**src/sv/arq_pkg.sv**
```systemverilog
// Shared types and constants for the affine requantizer.
// Used by every module of the block except arq_checker; depends on nothing.
package arq_pkg;

	localparam int PIXEL_W = 8;
	localparam int WORD_W = 32;
	localparam int PROD_W = 64;
	localparam int MULT_W = 31;
	localparam int SHIFT_W = 6;
	localparam int CFG_DATA_W = 31;
	localparam int CFG_INDEX_W = 2;

	localparam logic [CFG_INDEX_W-1:0] CFG_MULTIPLIER = 2'd0;
	localparam logic [CFG_INDEX_W-1:0] CFG_SHIFT_AMOUNT = 2'd1;
	localparam logic [CFG_INDEX_W-1:0] CFG_OUT_ZERO_POINT = 2'd2;

	localparam logic [MULT_W-1:0] MULT_RESET = 31'd1073741824;
	localparam logic [SHIFT_W-1:0] SHIFT_RESET = 6'd31;
	localparam logic [PIXEL_W-1:0] ZP_RESET = 8'd0;

	typedef struct packed {
		logic [MULT_W-1:0] multiplier;
		logic [SHIFT_W-1:0] shift_amount;
		logic [PIXEL_W-1:0] out_zero_point;
	} arq_cfg_t;

endpackage

```
**src/sv/arq_affine.sv**
```systemverilog
// Stage 1: affine step a = pixel * scale + bias, wrapping modulo 2^32.
// Depends on arq_pkg.
module arq_affine
	import arq_pkg::*;
(
	input  logic                     clk,
	input  logic                     arst_n,
	input  logic                     in_valid,
	output logic                     in_ready,
	input  logic [PIXEL_W-1:0]       pixel,
	input  logic signed [WORD_W-1:0] chan_scale,
	input  logic signed [WORD_W-1:0] chan_bias,
	output logic                     out_valid,
	input  logic                     out_ready,
	output logic [WORD_W-1:0]        acc
);

	logic              v_s1;
	logic [WORD_W-1:0] acc_s1;
	logic [WORD_W-1:0] acc_next;

	// Only the low 32 bits of the product and sum are kept.
	assign acc_next = WORD_W'({{(WORD_W-PIXEL_W){1'b0}}, pixel} * $unsigned(chan_scale))
		+ $unsigned(chan_bias);

	assign in_ready = !v_s1 || out_ready;

	always_ff @(posedge clk or negedge arst_n) begin
		if (!arst_n) begin
			v_s1 <= 1'b0;
		end else if (in_ready) begin
			v_s1 <= in_valid;
		end
	end

	always_ff @(posedge clk) begin
		if (in_ready && in_valid) begin
			acc_s1 <= acc_next;
		end
	end

	assign out_valid = v_s1;
	assign acc = acc_s1;

endmodule

```
**config.mk**
```make
export PLATFORM = sky130hd
export DESIGN_NAME = arq_affine
export DESIGN_NICKNAME = d
export VERILOG_FILES = /design/src/sv/arq_pkg.sv /design/src/sv/arq_affine.sv
export SDC_FILE = /design/constraint.sdc
export NUM_CORES = 1
export LEC_CHECK = 0
export BUFFER_PORTS_ARGS = -buffer_cell sky130_fd_sc_hd__buf_2
export CAP_MARGIN = 20
export CORE_MARGIN = 5
export CORE_UTILIZATION = 45
export DETAILED_ROUTE_END_ITERATION = 10
export GPL_TIMING_DRIVEN = 1
export PLACE_DENSITY = 0.71
export SYNTH_ARGS = -nofsm -noshare
export SYNTH_HDL_FRONTEND = slang
export SYNTH_SLANG_ARGS = --single-unit
```
**constraint.sdc**
```tcl
create_clock -name clk -period 2.05 [get_ports clk]
set_clock_uncertainty 0.05 [all_clocks]
set_input_delay 0.41 -clock clk [delete_from_list [all_inputs] [get_ports clk]]
set_output_delay 0.41 -clock clk [all_outputs]
set_load 0.05 [all_outputs]
```
-- Word-level counts from Yosys, hierarchy flattened
Index checks and enable logic that the tools add are counted.
W data, S select, Z words.
- reduce and logical (&&, ||, !) cells: 3
- $mul: 1
- add/subtract/negate cells: 1
- operators by type and width (kind ; count):
    $add A32 B32 Y32 ; 1
    $mul A8 B32 Y32 ; 1
    $logic_and A1 B1 Y1 ; 1
    $logic_not A1 Y1 ; 1
    $logic_or A1 B1 Y1 ; 1
- output and inout port bits: 34
- logic and storage cells: 7
- register bits: 33

-- Logic depth before layout (Yosys ltp)
Gate-level depths: netlist of the first run.
- word-level depth: 3
- mapped depth: 20

-- Worst setup path before layout of the first run
No wires, ideal clock.
- path type: input -> register
- start: input pixel[3]
- end: register acc_s1[30], in the netlist acc[30] (data pin)
- arrival: 4.895 ns
- path slack: -3.159 ns
- library setup time: 0.264 ns
- stages on the path: 18
- cells stage by stage: clkbuf_1 > clkbuf_1 > and2_1 > fa_1 > fa_1 > fa_1 > inv_1 > fa_1 > inv_1 > ha_1 > and4_1 > nand2_1 > or3b_4 > a21oi_2 > o221ai_2 > o311a_1 > a211oi_2 > xor2_1
- word-level cells in the longest chain between the ends: 2
- ends and longest elaborated chain (what ; RTL line ; text):
    start, declared ; arq_affine.sv:10 ; input logic [PIXEL_W-1:0] pixel,
    $mul A8 B32 Y32 ; arq_affine.sv:23 ; assign acc_next = WORD_W'({{(WORD_W-PIXEL_W){1'b0}}, pixel} * $unsigned(chan_scale))
    $add A32 B32 Y32 ; arq_affine.sv:24 ; + $unsigned(chan_bias);
    named net acc_next[30] ; arq_affine.sv:20 ; logic [WORD_W-1:0] acc_next;
    end signal, assigned ; arq_affine.sv:38 ; acc_s1 <= acc_next;
    end, declared ; arq_affine.sv:19 ; logic [WORD_W-1:0] acc_s1;
The timed path passes the listed nets, and every way through them passes these cells.
A chain may end at the register's enable or synchronous reset.

-- Worst setup path in the final report of the first run
- start: input chan_scale[8]
- end: register acc_s1[30], in the netlist acc[30] (data pin)
- word-level cells in the longest chain between the ends: 2
- ends and longest elaborated chain (what ; RTL line ; text):
    start, declared ; arq_affine.sv:11 ; input logic signed [WORD_W-1:0] chan_scale,
    $mul A8 B32 Y32 ; arq_affine.sv:23 ;
    $add A32 B32 Y32 ; arq_affine.sv:24 ;
    named net acc_next[30] ; arq_affine.sv:20 ;
The timed path passes the listed nets, and every way through them passes these cells.

==> results.txt, run 1 <==
max incr delay on CP = 0.57 ns
kind of critical path = primary input to flop
Synth area leader = fa_1
actual slew at the worst max-slew pin = 0.498 ns
top-count cell post-synth = inv_1
Max Clock Freq = 208 MHz
Hold Crit Class = primary input to flop
Routed WL = 21700 um
RSZ-0062 raised after global routing = yes
Final Net Count = 1477
Worst path slowest cell = fa_1
ANT nets after route = 0
vias per cell = 4.84
die area = 21900 sq um
Synth top area share = 43.5%
status = finished, violations left
Site Rows = 50
CTS tree = built
area delta synth->final = 36.2%
CP arrival = 4.81 ns
post-DR wirelength/cell = 15.4 um
die height = 148 um
CTS Buf Count = 5
final setup violation count = 30
Max VDD drop = 0.00151 V
vias in the first global route = 7639
Max clock buf depth = 2
grt total ovfl = 0
Static Leak = 5.88 nW
Bufs and invs on worst path = 3
Post-synth top cells = inv_1 (248), fa_1 (186), and2_1 (146), nand2_1 (95), ha_1 (41)
initial antenna violation count = 1
P per Cell Area = 1720 nW/um^2
core area = 18700 sq um
H-tree depth = 2
Rel. slew slack = 66.8%
most frequent CP cell = fa_1
post-synthesis area per instance = 9.23 sq um
Power Total = 20.0 mW
final hold slack = 0.280 ns
root buffer cell = clkbuf_16
Post-synth top flop = edfxtp_1
Initial Util = 45.8%
1st-iter DRT viols = 256
Final WS setup = -2.76 ns
failing checks = negative setup slack
CP Cell Sequence = buf_4, and2_1, fa_1, fa_1, fa_1, inv_1, fa_1, inv_1, ha_4, and4_1, nand2_1, or3b_4, a21oi_4, o221ai_2, o311a_1, a211oi_2, xor2_1
share of layout cells above drive strength 1 = 34.1%
Die Wd = 148 um
min Tclk post-route = 4.81 ns
crit-path leading delay family = adder cells
Synth Register Bits = 33
CP Capture Type = flop
Cell Area, Synth = 8560 sq um
DRC Markers = 0
CP required = 2.05 ns
clk slew on worst S/H paths = 0.06 ns
first-pass GRT wire length = 36500 um
unique cell type count in the Yosys netlist = 43
syn nets = 1230
Max Slew Vio Count = 0
EDFF count, synth = 32
Seq/Total Area, Yosys = 11.5%
Final Hold Viols = 0
Critical Path Fanout Max = 7
All-Layer GR Usage = 20.6%
Synth warnings = 0
Max-cap violations = 0
I/O Buffers = 109
Worst setup SP type = primary input
Via Count = 6826
largest net degree at the start of global routing = 33
Placer Congestion = 0.855
post-synthesis cell count = 927
Sinks on Clock Net = 33
Setup WS pre-CTS = -3.31 ns
I/O pins = 110
Clk Latency, worst-skew pair = 0.29 ns
dominant cells by area after synthesis = fa_1 (44%), edfxtp_1 (11%), inv_1 (11%)
DP Wirelength = 17300 um
fraction of registers with async set/reset = 3.03%
drt pass-1 iters = 5
Tcrit/Tclk final = 235%
-- power by group --
| group | switching, mW | total (mW) | leakage [nW] | internal [mW] |
|---|---|---|---|---|
| logic | 8.95 | 17.5 | 5.49 | 8.57 |
| clock network | 0.356 | 0.805 | 0.0706 | 0.449 |
| registers | 0.0619 | 1.70 | 0.315 | 1.63 |
-- per-stage QoR --
| step | util (%) | setup TNS, ns | instance area (sq um) | std cells |
|---|---|---|---|---|
| after floorplan | - | -63.27 | 8870 | 927 |
| after global placement | 56.1 | -76.68 | 10500 | 1368 |
| after detailed placement | 56.1 | -77.91 | 10500 | 1368 |
| after CTS | 60.7 | -64.19 | 11400 | 1401 |
| after global routing | 62.3 | -67.60 | 11700 | 1410 |
| final | 62.3 | -63.78 | 11700 | 1410 |
-- path summary, 6_finish.rpt --
| kind | from | depth (start not counted) | endpoint | slack (ns) |
|---|---|---|---|---|
| max | chan_scale[8] | 17 | acc[30]$_DFFE_PP_ | -2.76 |
| min | in_valid | 2 | out_valid$_DFFE_PN0N_ | 0.28 |
| max reg2reg | out_valid$_DFFE_PN0N_ | 2 | acc[2]$_DFFE_PP_ | 0.67 |
| min reg2reg | out_valid$_DFFE_PN0N_ | 2 | out_valid$_DFFE_PN0N_ | 0.49 |
| max in group asynchronous | arst_n | 2 | out_valid$_DFFE_PN0N_ | 1.50 |
| min in group asynchronous | arst_n | 2 | out_valid$_DFFE_PN0N_ | 0.36 |
-- what timing repair did --
| action | in CTS | in global routing |
|---|---|---|
| gates cloned | 2 | 1 |
| hold endpoints to repair | 1 | 0 |
| pin swaps | 67 | 40 |
| buffers inserted | 28 | 9 |
| hold buffers | 1 | 0 |
| endpoints found under the setup margin | 30 | 30 |
| resized for setup | 137 | 52 |
-- routing by layer --
| layer | up-vias | global-route usage [%] | routed length, um |
|---|---|---|---|
| li1 | 3219 | - | - |
| met4 | 0 | 4.02 | 326 |
| met3 | 21 | 3.68 | 955 |
| met1 | 3446 | 26.5 | 9190 |
| met5 | - | 0 | 0 |
| met2 | 140 | 36.9 | 11300 |
-- cell type report --
type | instances | area (sq um)
clock buffers | 6 | 129
inverters | 248 | 931
well taps | 234 | 293
diodes | 1 | 2.50
clock inverters | 2 | 10.0
repair buffers | 262 | 2090
multi-input cells | 624 | 7220
flip-flops and latches | 33 | 986
fillers | 1505 | 7050
-- state kept, by name, indices dropped and copies added, names as in the netlist --
signal	count
acc	32
out_valid	1
-- cell usage in the layout, fill, tap and decap left out, types with 3 or more instances in the layout --
| cell | count |
|---|---|
| buf_4 | 126 |
| nand2b_1 | 6 |
| a21oi_2 | 5 |
| a211oi_2 | 3 |
| nor2_1 | 14 |
| inv_1 | 223 |
| fa_1 | 177 |
| fa_2 | 9 |
| nor2_2 | 6 |
| o21ai_0 | 4 |
| nand2_2 | 8 |
| and2_1 | 131 |
| buf_12 | 12 |
| buf_8 | 3 |
| buf_2 | 92 |
| nand2_4 | 10 |
| a21oi_1 | 8 |
| ha_4 | 21 |
| a21oi_4 | 4 |
| buf_6 | 23 |
| o21ai_1 | 5 |
| ha_1 | 18 |
| xor2_1 | 9 |
| nand4_1 | 3 |
| edfxtp_1 | 32 |
| and2_4 | 15 |
| xnor2_1 | 24 |
| a21o_1 | 12 |
| nand3_1 | 3 |
| inv_2 | 25 |
| clkbuf_16 | 6 |
| nor3_1 | 7 |
| o21a_1 | 4 |
| nand2_1 | 77 |
-- cells by family after synthesis --
logic type / count (synthesis) / share of synthesized area [%]
buffers and inverters: 270 / 11.8
AO/OA/AOI/OAI: 68 / 5.51
AND/OR/NAND/NOR: 294 / 18.0
XOR/XNOR: 35 / 3.58
adder cells (fa/ha/maj): 227 / 49.5
flip-flops: 33 / 11.5
(Power assumes the default switching activity.)
==> run 2, diff against run 1 <==
--- a/config.mk
+++ b/config.mk
@@ -12,6 +12,7 @@
 export DETAILED_ROUTE_END_ITERATION = 10
 export GPL_TIMING_DRIVEN = 1
 export PLACE_DENSITY = 0.71
+export SETUP_SLACK_MARGIN = 0.5
 export SYNTH_ARGS = -nofsm -noshare
 export SYNTH_HDL_FRONTEND = slang
 export SYNTH_SLANG_ARGS = --single-unit
==> run 2 against run 1 <==
Effect of this change: the flow still finishes with violations (negative setup slack); highest routed layer unchanged; utilization up 0.23 points; fmax down 0.64%; clock power up 20%; cell count down 0.50%; setup slack worse by 0.031 ns.
==> results.txt, run 2 (synthesis gave the netlist of run 1 again) <==
status = finished, violations left (unchanged)
failing checks = negative setup slack (unchanged)
crit path launch = pixel[4] (was chan_scale[8])
antenna cells = 0 (was 1)
Critical Path Fanout Max = 6 (was 7)
CTS Buf Count = 5 (unchanged)
final core occ = 62.6% (was 62.3%)
Clk pwr share = 4.5% (was 4.0%)
placed insts = 1358 (was 1368)
Routed WL = 21600 um (was 21700 um)
clk slew on worst S/H paths = 0.06 ns (about the same)
Max Slew Vio Count = 0 (unchanged)
Static Leak = 5.87 nW (was 5.88 nW)
I/O Buffers = 109 (unchanged)
dpl cell area = 10500 sq um (about the same)
Rel. slew slack = 66.5% (was 66.8%)
reg2reg end = acc[31]$_DFFE_PP_ (was acc[2]$_DFFE_PP_)
Initial Util = 45.8% (unchanged)
I/O pins = 110 (unchanged)
most common cell after layout, fill and taps aside = inv_1 (unchanged)
area delta synth->final = 36.7% (was 36.2%)
Final WS setup = -2.79 ns (was -2.76 ns)
Worst setup SP type = primary input (unchanged)
most frequent cells in the layout = inv_1 (226), fa_1 (174), and2_1 (136), buf_4 (115), buf_2 (98) (was inv_1 (223), fa_1 (177), and2_1 (131), buf_4 (126), buf_2 (92))
Comb pwr share = 87.5% (about the same)
most frequent CP cell = fa_1 (unchanged)
die height = 148 um (unchanged)
R2R Setup Slk = 0.68 ns (was 0.67 ns)
Flop pwr share = 8.0% (was 8.5%)
crit-path leading delay family = adder cells (unchanged)
Max clock buf depth = 2 (unchanged)
CP Cell Sequence = buf_16, buf_12, and2_4, fa_2, fa_1, fa_1, inv_2, fa_1, inv_2, ha_4, and4_1, nand2_1, or3b_4, a21oi_4, o221ai_4, o311a_1, a211oi_2, xor2_1 (was buf_4, and2_1, fa_1, fa_1, fa_1, inv_1, fa_1, inv_1, ha_4, and4_1, nand2_1, or3b_4, a21oi_4, o221ai_2, o311a_1, a211oi_2, xor2_1)
1st-iter DRT viols = 325 (was 256)
CP Capture Type = flop (unchanged)
min Tclk post-route = 4.84 ns (was 4.81 ns)
root buffer cell = clkbuf_16 (unchanged)
P per Cell Area = 1820 nW/um^2 (was 1720 nW/um^2)
ANT nets after route = 0 (unchanged)
Clk Latency, worst-skew pair = 0.29 ns (about the same)
final setup violation count = 30 (unchanged)
first-pass GRT wire length = 36500 um (about the same)
DRC Markers = 0 (unchanged)
Placer Congestion = 0.830 (was 0.855)
post-DR wirelength/cell = 15.4 um (about the same)
actual slew at the worst max-slew pin = 0.502 ns (was 0.498 ns)
CP arrival = 4.84 ns (was 4.81 ns)
Tcrit/Tclk final = 236% (was 235%)
die area = 21900 sq um (unchanged)
vias per cell = 4.84 (about the same)
Final Hold Viols = 0 (unchanged)
Critical Path Stages = 18 (was 17)
Max VDD drop = 0.00204 V (was 0.00151 V)
CTS tree = built (unchanged)
P_int = 11.5 mW (was 10.7 mW)
Sinks on Clock Net = 33 (unchanged)
Reg2Reg Depth = 2 (unchanged)
max reg flops = 32 (unchanged)
reg2reg start = out_valid$_DFFE_PN0N_ (unchanged)
Setup TNS = -65.97 ns (was -63.78 ns)
largest net degree at the start of global routing = 33 (unchanged)
Max Clock Freq = 206 MHz (was 208 MHz)
Site Rows = 50 (unchanged)
Hold Crit Class = primary input to flop (unchanged)
vias in the first global route = 7640 (was 7639)
Worst path slowest cell = fa_2 (was fa_1)
RSZ-0062 raised after global routing = yes (unchanged)
All-Layer GR Usage = 20.6% (about the same)
DP Wirelength = 17100 um (was 17300 um)
Bufs and invs on worst path = 4 (was 3)
CP required = 2.05 ns (about the same)
Via Count = 6796 (was 6826)
Sw Ratio = 46.2% (was 46.8%)
Final Net Count = 1471 (was 1477)
Setup crit end = acc[30]$_DFFE_PP_ (unchanged)
Max-cap violations = 0 (unchanged)
kind of critical path = primary input to flop (unchanged)
Post-Layout Cell Count = 1403 (was 1410)
max incr delay on CP = 0.54 ns (was 0.57 ns)
drt pass-1 iters = 4 (was 5)
initial antenna violation count = 0 (was 1)
share of layout cells above drive strength 1 = 34.3% (was 34.1%)
core area = 18700 sq um (unchanged)
fin area = 11700 sq um (about the same)
grt total ovfl = 0 (unchanged)
Die Wd = 148 um (unchanged)
Sw Pwr = 9.84 mW (was 9.37 mW)
H-tree depth = 2 (unchanged)
run 2: changes by cell type in the layout (fill, tap and decap cells not counted), moves of 3 or more:
cell / previous run / this run
fa_2: 9 / 12
o21ai_1: 5 / 2
inv_1: 223 / 226
buf_2: 92 / 98
nand2b_1: 6 / 3
inv_2: 25 / 22
fa_1: 177 / 174
buf_4: 126 / 115
nand2_2: 8 / 13
nand2_4: 10 / 7
nand2b_4: 0 / 3
and2_1: 131 / 136
and2_4: 15 / 10
run 2: routing by layer:
layer	track usage, %	wire length (um)	vias to the layer above
li1	-	-	3204
met1	27.0	9030	3424
met2	36.3	11100	135
met3	3.19	1010	33
met4	4.99	478	0
met5	0	0	-
run 2: repair_timing:
action                                  in CTS  in global routing
gates cloned                                 2                  0
endpoints found under the setup margin      31                 31
setup buffers                               23                 11
pin swaps                                   60                 33
gates resized for setup                    121                 50
hold buffers                                 1                  0
endpoints found under the hold margin        1                  0
run 2: power by group through the flow:
stage	Combinational, mW	Sequential (mW)	Clock, mW
finish	18.6	1.70	0.968
global route	20.6	1.73	1.01
CTS	17.4	1.71	0.993
detailed placement	15.1	1.71	0
global placement	14.8	1.71	0
floorplan	9.06	2.81	0
run 2: per-stage QoR:
stage / hold WS [ns] / power, mW / worst slack, ns
after detailed placement: 0.136 / 16.8 / -3.35
after floorplan: 0.0644 / 11.9 / -2.86
after global placement: 0.135 / 16.5 / -3.28
after CTS: 0.265 / 20.1 / -2.84
after global routing: 0.266 / 23.3 / -2.94
final: 0.277 / 21.3 / -2.79
run 2: worst register-to-register path: cells and delay by family, from the launching register on:
kind | cells | cell delay (ns)
AND/OR/NAND/NOR | 2 | 0.53
flip-flops | 1 | 0.42
run 2: how the worst min path moves through the flow:
stage,from,endpoint,slack (ns),depth (start not counted)
after floorplan,arst_n,out_valid$_DFFE_PN0N_,0.06,0
after global placement,arst_n,out_valid$_DFFE_PN0N_,0.13,1
after detailed placement,arst_n,out_valid$_DFFE_PN0N_,0.14,1
after CTS,in_valid,out_valid$_DFFE_PN0N_,0.26,2
after global routing,in_valid,out_valid$_DFFE_PN0N_,0.27,2
final,in_valid,out_valid$_DFFE_PN0N_,0.28,2
run 2: area by class of cell:
cell class | instances | area [sq um]
Inverter | 248 | 931
Multi-Input combinational cell | 624 | 7320
Clock buffer | 7 | 143
Timing Repair Buffer | 256 | 2000
Clock inverter | 1 | 30.0
Fill cell | 1469 | 7000
Sequential cell | 33 | 987
Tap cell | 234 | 293
==> run 3, diff against run 2 <==
--- a/config.mk
+++ b/config.mk
@@ -7,6 +7,7 @@
 export LEC_CHECK = 0
 export BUFFER_PORTS_ARGS = -buffer_cell sky130_fd_sc_hd__buf_2
 export CAP_MARGIN = 20
+export CORE_ASPECT_RATIO = 1.2
 export CORE_MARGIN = 5
 export CORE_UTILIZATION = 45
 export DETAILED_ROUTE_END_ITERATION = 10
==> run 3 against run 2 <==
Effect of this change: the run still ends with negative setup slack left; sequential cell count did not move; fmax rose by 0.22%; power fell by 4.7%; clock-buffer cell count fell by 1; via count rose by 0.79%; largest power group unchanged; utilization barely moved; first-iteration DRC count fell by 22%; non-clock buffer count rose by 10; sequential power barely moved; routed wire length rose by 3.8%; critical path depth did not move; die area barely moved.
==> results.txt, run 3 (synthesis gave the netlist of run 1 again) <==
fin area = 11800 sq um (was 11700 sq um)
core area = 18800 sq um (was 18700 sq um)
Placer Congestion = 0.871 (was 0.830)
first-pass GRT wire length = 37400 um (was 36500 um)
reg2reg start = out_valid$_DFFE_PN0N_ (unchanged)
Top Layer Used = met4 (unchanged)
Setup crit end = acc[30]$_DFFE_PP_ (unchanged)
R2R Setup Slk = 0.67 ns (was 0.68 ns)
Max Clock Freq = 207 MHz (was 206 MHz)
DRC Markers = 0 (unchanged)
root buffer cell = clkbuf_16 (unchanged)
Max clock buf depth = 2 (unchanged)
actual slew at the worst max-slew pin = 0.499 ns (was 0.502 ns)
die area = 21900 sq um (about the same)
All-Layer GR Usage = 21.6% (was 20.6%)
crit path launch = pixel[2] (was pixel[4])
Final WS setup = -2.78 ns (was -2.79 ns)
M1 WL = 8380 um (was 9030 um)
I/O pins = 110 (unchanged)
Critical Path Fanout Max = 5 (was 6)
Sinks on Clock Net = 33 (unchanged)
max incr delay on CP = 0.55 ns (was 0.54 ns)
CP arrival = 4.85 ns (was 4.84 ns)
vias in the first global route = 7719 (was 7640)
Sw Pwr = 9.42 mW (was 9.84 mW)
Setup TNS = -64.37 ns (was -65.97 ns)
I/O Buffers = 109 (unchanged)
Routed WL = 22400 um (was 21600 um)
grt total ovfl = 0 (unchanged)
RSZ-0062 raised after global routing = yes (unchanged)
P_int = 10.9 mW (was 11.5 mW)
critical hold path startpoint = in_valid (unchanged)
Clk pwr share = 4.7% (was 4.5%)
H-tree depth = 2 (unchanged)
die height = 161 um (was 148 um)
CTS Buf Count = 5 (unchanged)
Die Wd = 136 um (was 148 um)
most common cell after layout, fill and taps aside = inv_1 (unchanged)
initial antenna violation count = 0 (unchanged)
Worst path slowest cell = fa_2 (unchanged)
CTS tree = built (unchanged)
Static Leak = 5.90 nW (was 5.87 nW)
area delta synth->final = 37.3% (was 36.7%)
clk slew on worst S/H paths = 0.08 ns (was 0.06 ns)
Worst setup SP type = primary input (unchanged)
kind of critical path = primary input to flop (unchanged)
max reg flops = 32 (unchanged)
drt pass-1 iters = 4 (unchanged)
Initial Util = 45.6% (was 45.8%)
Final Net Count = 1481 (was 1471)
Max Slew Vio Count = 0 (unchanged)
final setup violation count = 29 (was 30)
Site Rows = 55 (was 50)
1st-iter DRT viols = 255 (was 325)
CP Capture Type = flop (unchanged)
Hold Crit Depth = 2 (unchanged)
WL met2 = 12300 um (was 11100 um)
Via Count = 6850 (was 6796)
DP Wirelength = 17800 um (was 17100 um)
Rel. slew slack = 66.7% (was 66.5%)
Hold Crit Class = primary input to flop (unchanged)
dpl cell area = 10500 sq um (about the same)
vias per cell = 4.77 (was 4.84)
Comb pwr share = 87.0% (was 87.5%)
antenna cells = 0 (unchanged)
Max-cap violations = 0 (unchanged)
CP Cell Sequence = buf_12, buf_12, and2_4, fa_2, fa_2, fa_1, inv_1, fa_2, inv_2, ha_4, and4_1, nand2_1, or3b_4, a21oi_4, o221ai_2, o311a_1, a211oi_2, xor2_1 (was buf_16, buf_12, and2_4, fa_2, fa_1, fa_1, inv_2, fa_1, inv_2, ha_4, and4_1, nand2_1, or3b_4, a21oi_4, o221ai_4, o311a_1, a211oi_2, xor2_1)
CP required = 2.07 ns (was 2.05 ns)
ANT nets after route = 0 (unchanged)
# fillers = 1529 (was 1469)
Final Hold Viols = 0 (unchanged)
reg2reg end = acc[27]$_DFFE_PP_ (was acc[31]$_DFFE_PP_)
Reg2Reg Depth = 2 (unchanged)
min Tclk post-route = 4.83 ns (was 4.84 ns)
final core occ = 62.6% (about the same)
largest net degree at the start of global routing = 33 (unchanged)
P per Cell Area = 1730 nW/um^2 (was 1820 nW/um^2)
Max VDD drop = 0.00155 V (was 0.00204 V)
Sw Ratio = 46.4% (was 46.2%)
post-DR wirelength/cell = 15.6 um (was 15.4 um)
status = finished, violations left (unchanged)
failing checks = negative setup slack (unchanged)
most frequent CP cell = fa_2 (was fa_1)
Clk Latency, worst-skew pair = 0.30 ns (was 0.29 ns)
Flop pwr share = 8.3% (was 8.0%)
share of layout cells above drive strength 1 = 35.1% (was 34.3%)
Tcrit/Tclk final = 236% (about the same)
most frequent cells in the layout = inv_1 (229), fa_1 (170), and2_1 (122), buf_4 (122), buf_2 (92) (was inv_1 (226), fa_1 (174), and2_1 (136), buf_4 (115), buf_2 (98))
WL met3 = 1110 um (was 1010 um)
[run 3: cell count changes in the layout (fill, tap and decap cells not counted), moves of 4 or more]
| cell | previous run | this run |
|---|---|---|
| and2_1 | 136 | 122 |
| and2_4 | 10 | 24 |
| buf_2 | 98 | 92 |
| buf_4 | 115 | 122 |
| clkbuf_4 | 0 | 4 |
| fa_1 | 174 | 170 |
| fa_2 | 12 | 16 |
| ha_4 | 22 | 17 |
| nor2_2 | 6 | 2 |
[run 3: power by group through the flow]
stage	combinational [mW]	clock [mW]	sequential (mW)
2_1_floorplan	9.06	0	2.81
3_3_place_gp	14.6	0	1.72
3_5_place_dp	14.9	0	1.71
4_1_cts	16.7	0.960	1.70
5_1_grt	19.5	0.996	1.73
6_report	17.7	0.948	1.69
[run 3: metal layers]
metal / vias up / GRT usage (%)
met5: - / 0
met4: 0 / 6.92
met3: 46 / 3.40
met2: 158 / 40.2
met1: 3423 / 25.1
li1: 3223 / -
[run 3: worst min-delay path by stage]
stage | endpoint | slack (ns)
after CTS | out_valid$_DFFE_PN0N_ | 0.26
after global placement | out_valid$_DFFE_PN0N_ | 0.14
after global routing | out_valid$_DFFE_PN0N_ | 0.30
after detailed placement | out_valid$_DFFE_PN0N_ | 0.14
after floorplan | out_valid$_DFFE_PN0N_ | 0.06
final | out_valid$_DFFE_PN0N_ | 0.27
[run 3: worst max-delay path, delay by kind of cell]
kind / cells / cell delay, ns
fa+ha+maj: 5 / 2.30
simple gates: 4 / 0.79
buf+inv: 4 / 0.33
compound gates: 4 / 0.91
xor+xnor: 1 / 0.09
[run 3: timing repair]
action	4_1_cts	5_1_grt
endpoints found under the hold margin	1	0
pin swaps	79	61
setup buffers	22	10
hold buffers	1	0
cloned	4	0
endpoints found under the setup margin	31	31
resized for setup	128	62
[run 3: area by class of cell]
type,instances,area [sq um],share of cell area [%]
clock buffers,6,129,1.10
clock inverters,2,33.8,0.287
inverters,248,931,7.92
multi-input cells,624,7230,61.5
flip-flops and latches,33,987,8.40
well taps,256,320,2.73
repair buffers,266,2130,18.1
[run 3: metrics by stage]
step	total power, mW	hold WS (ns)	instances	worst slack [ns]
finish	20.3	0.266	1435	-2.78
global route	22.2	0.296	1435	-2.93
CTS	19.4	0.261	1425	-2.79
detailed placement	16.6	0.136	1390	-3.24
global placement	16.3	0.136	1390	-3.16
floorplan	11.9	0.0644	927	-2.86
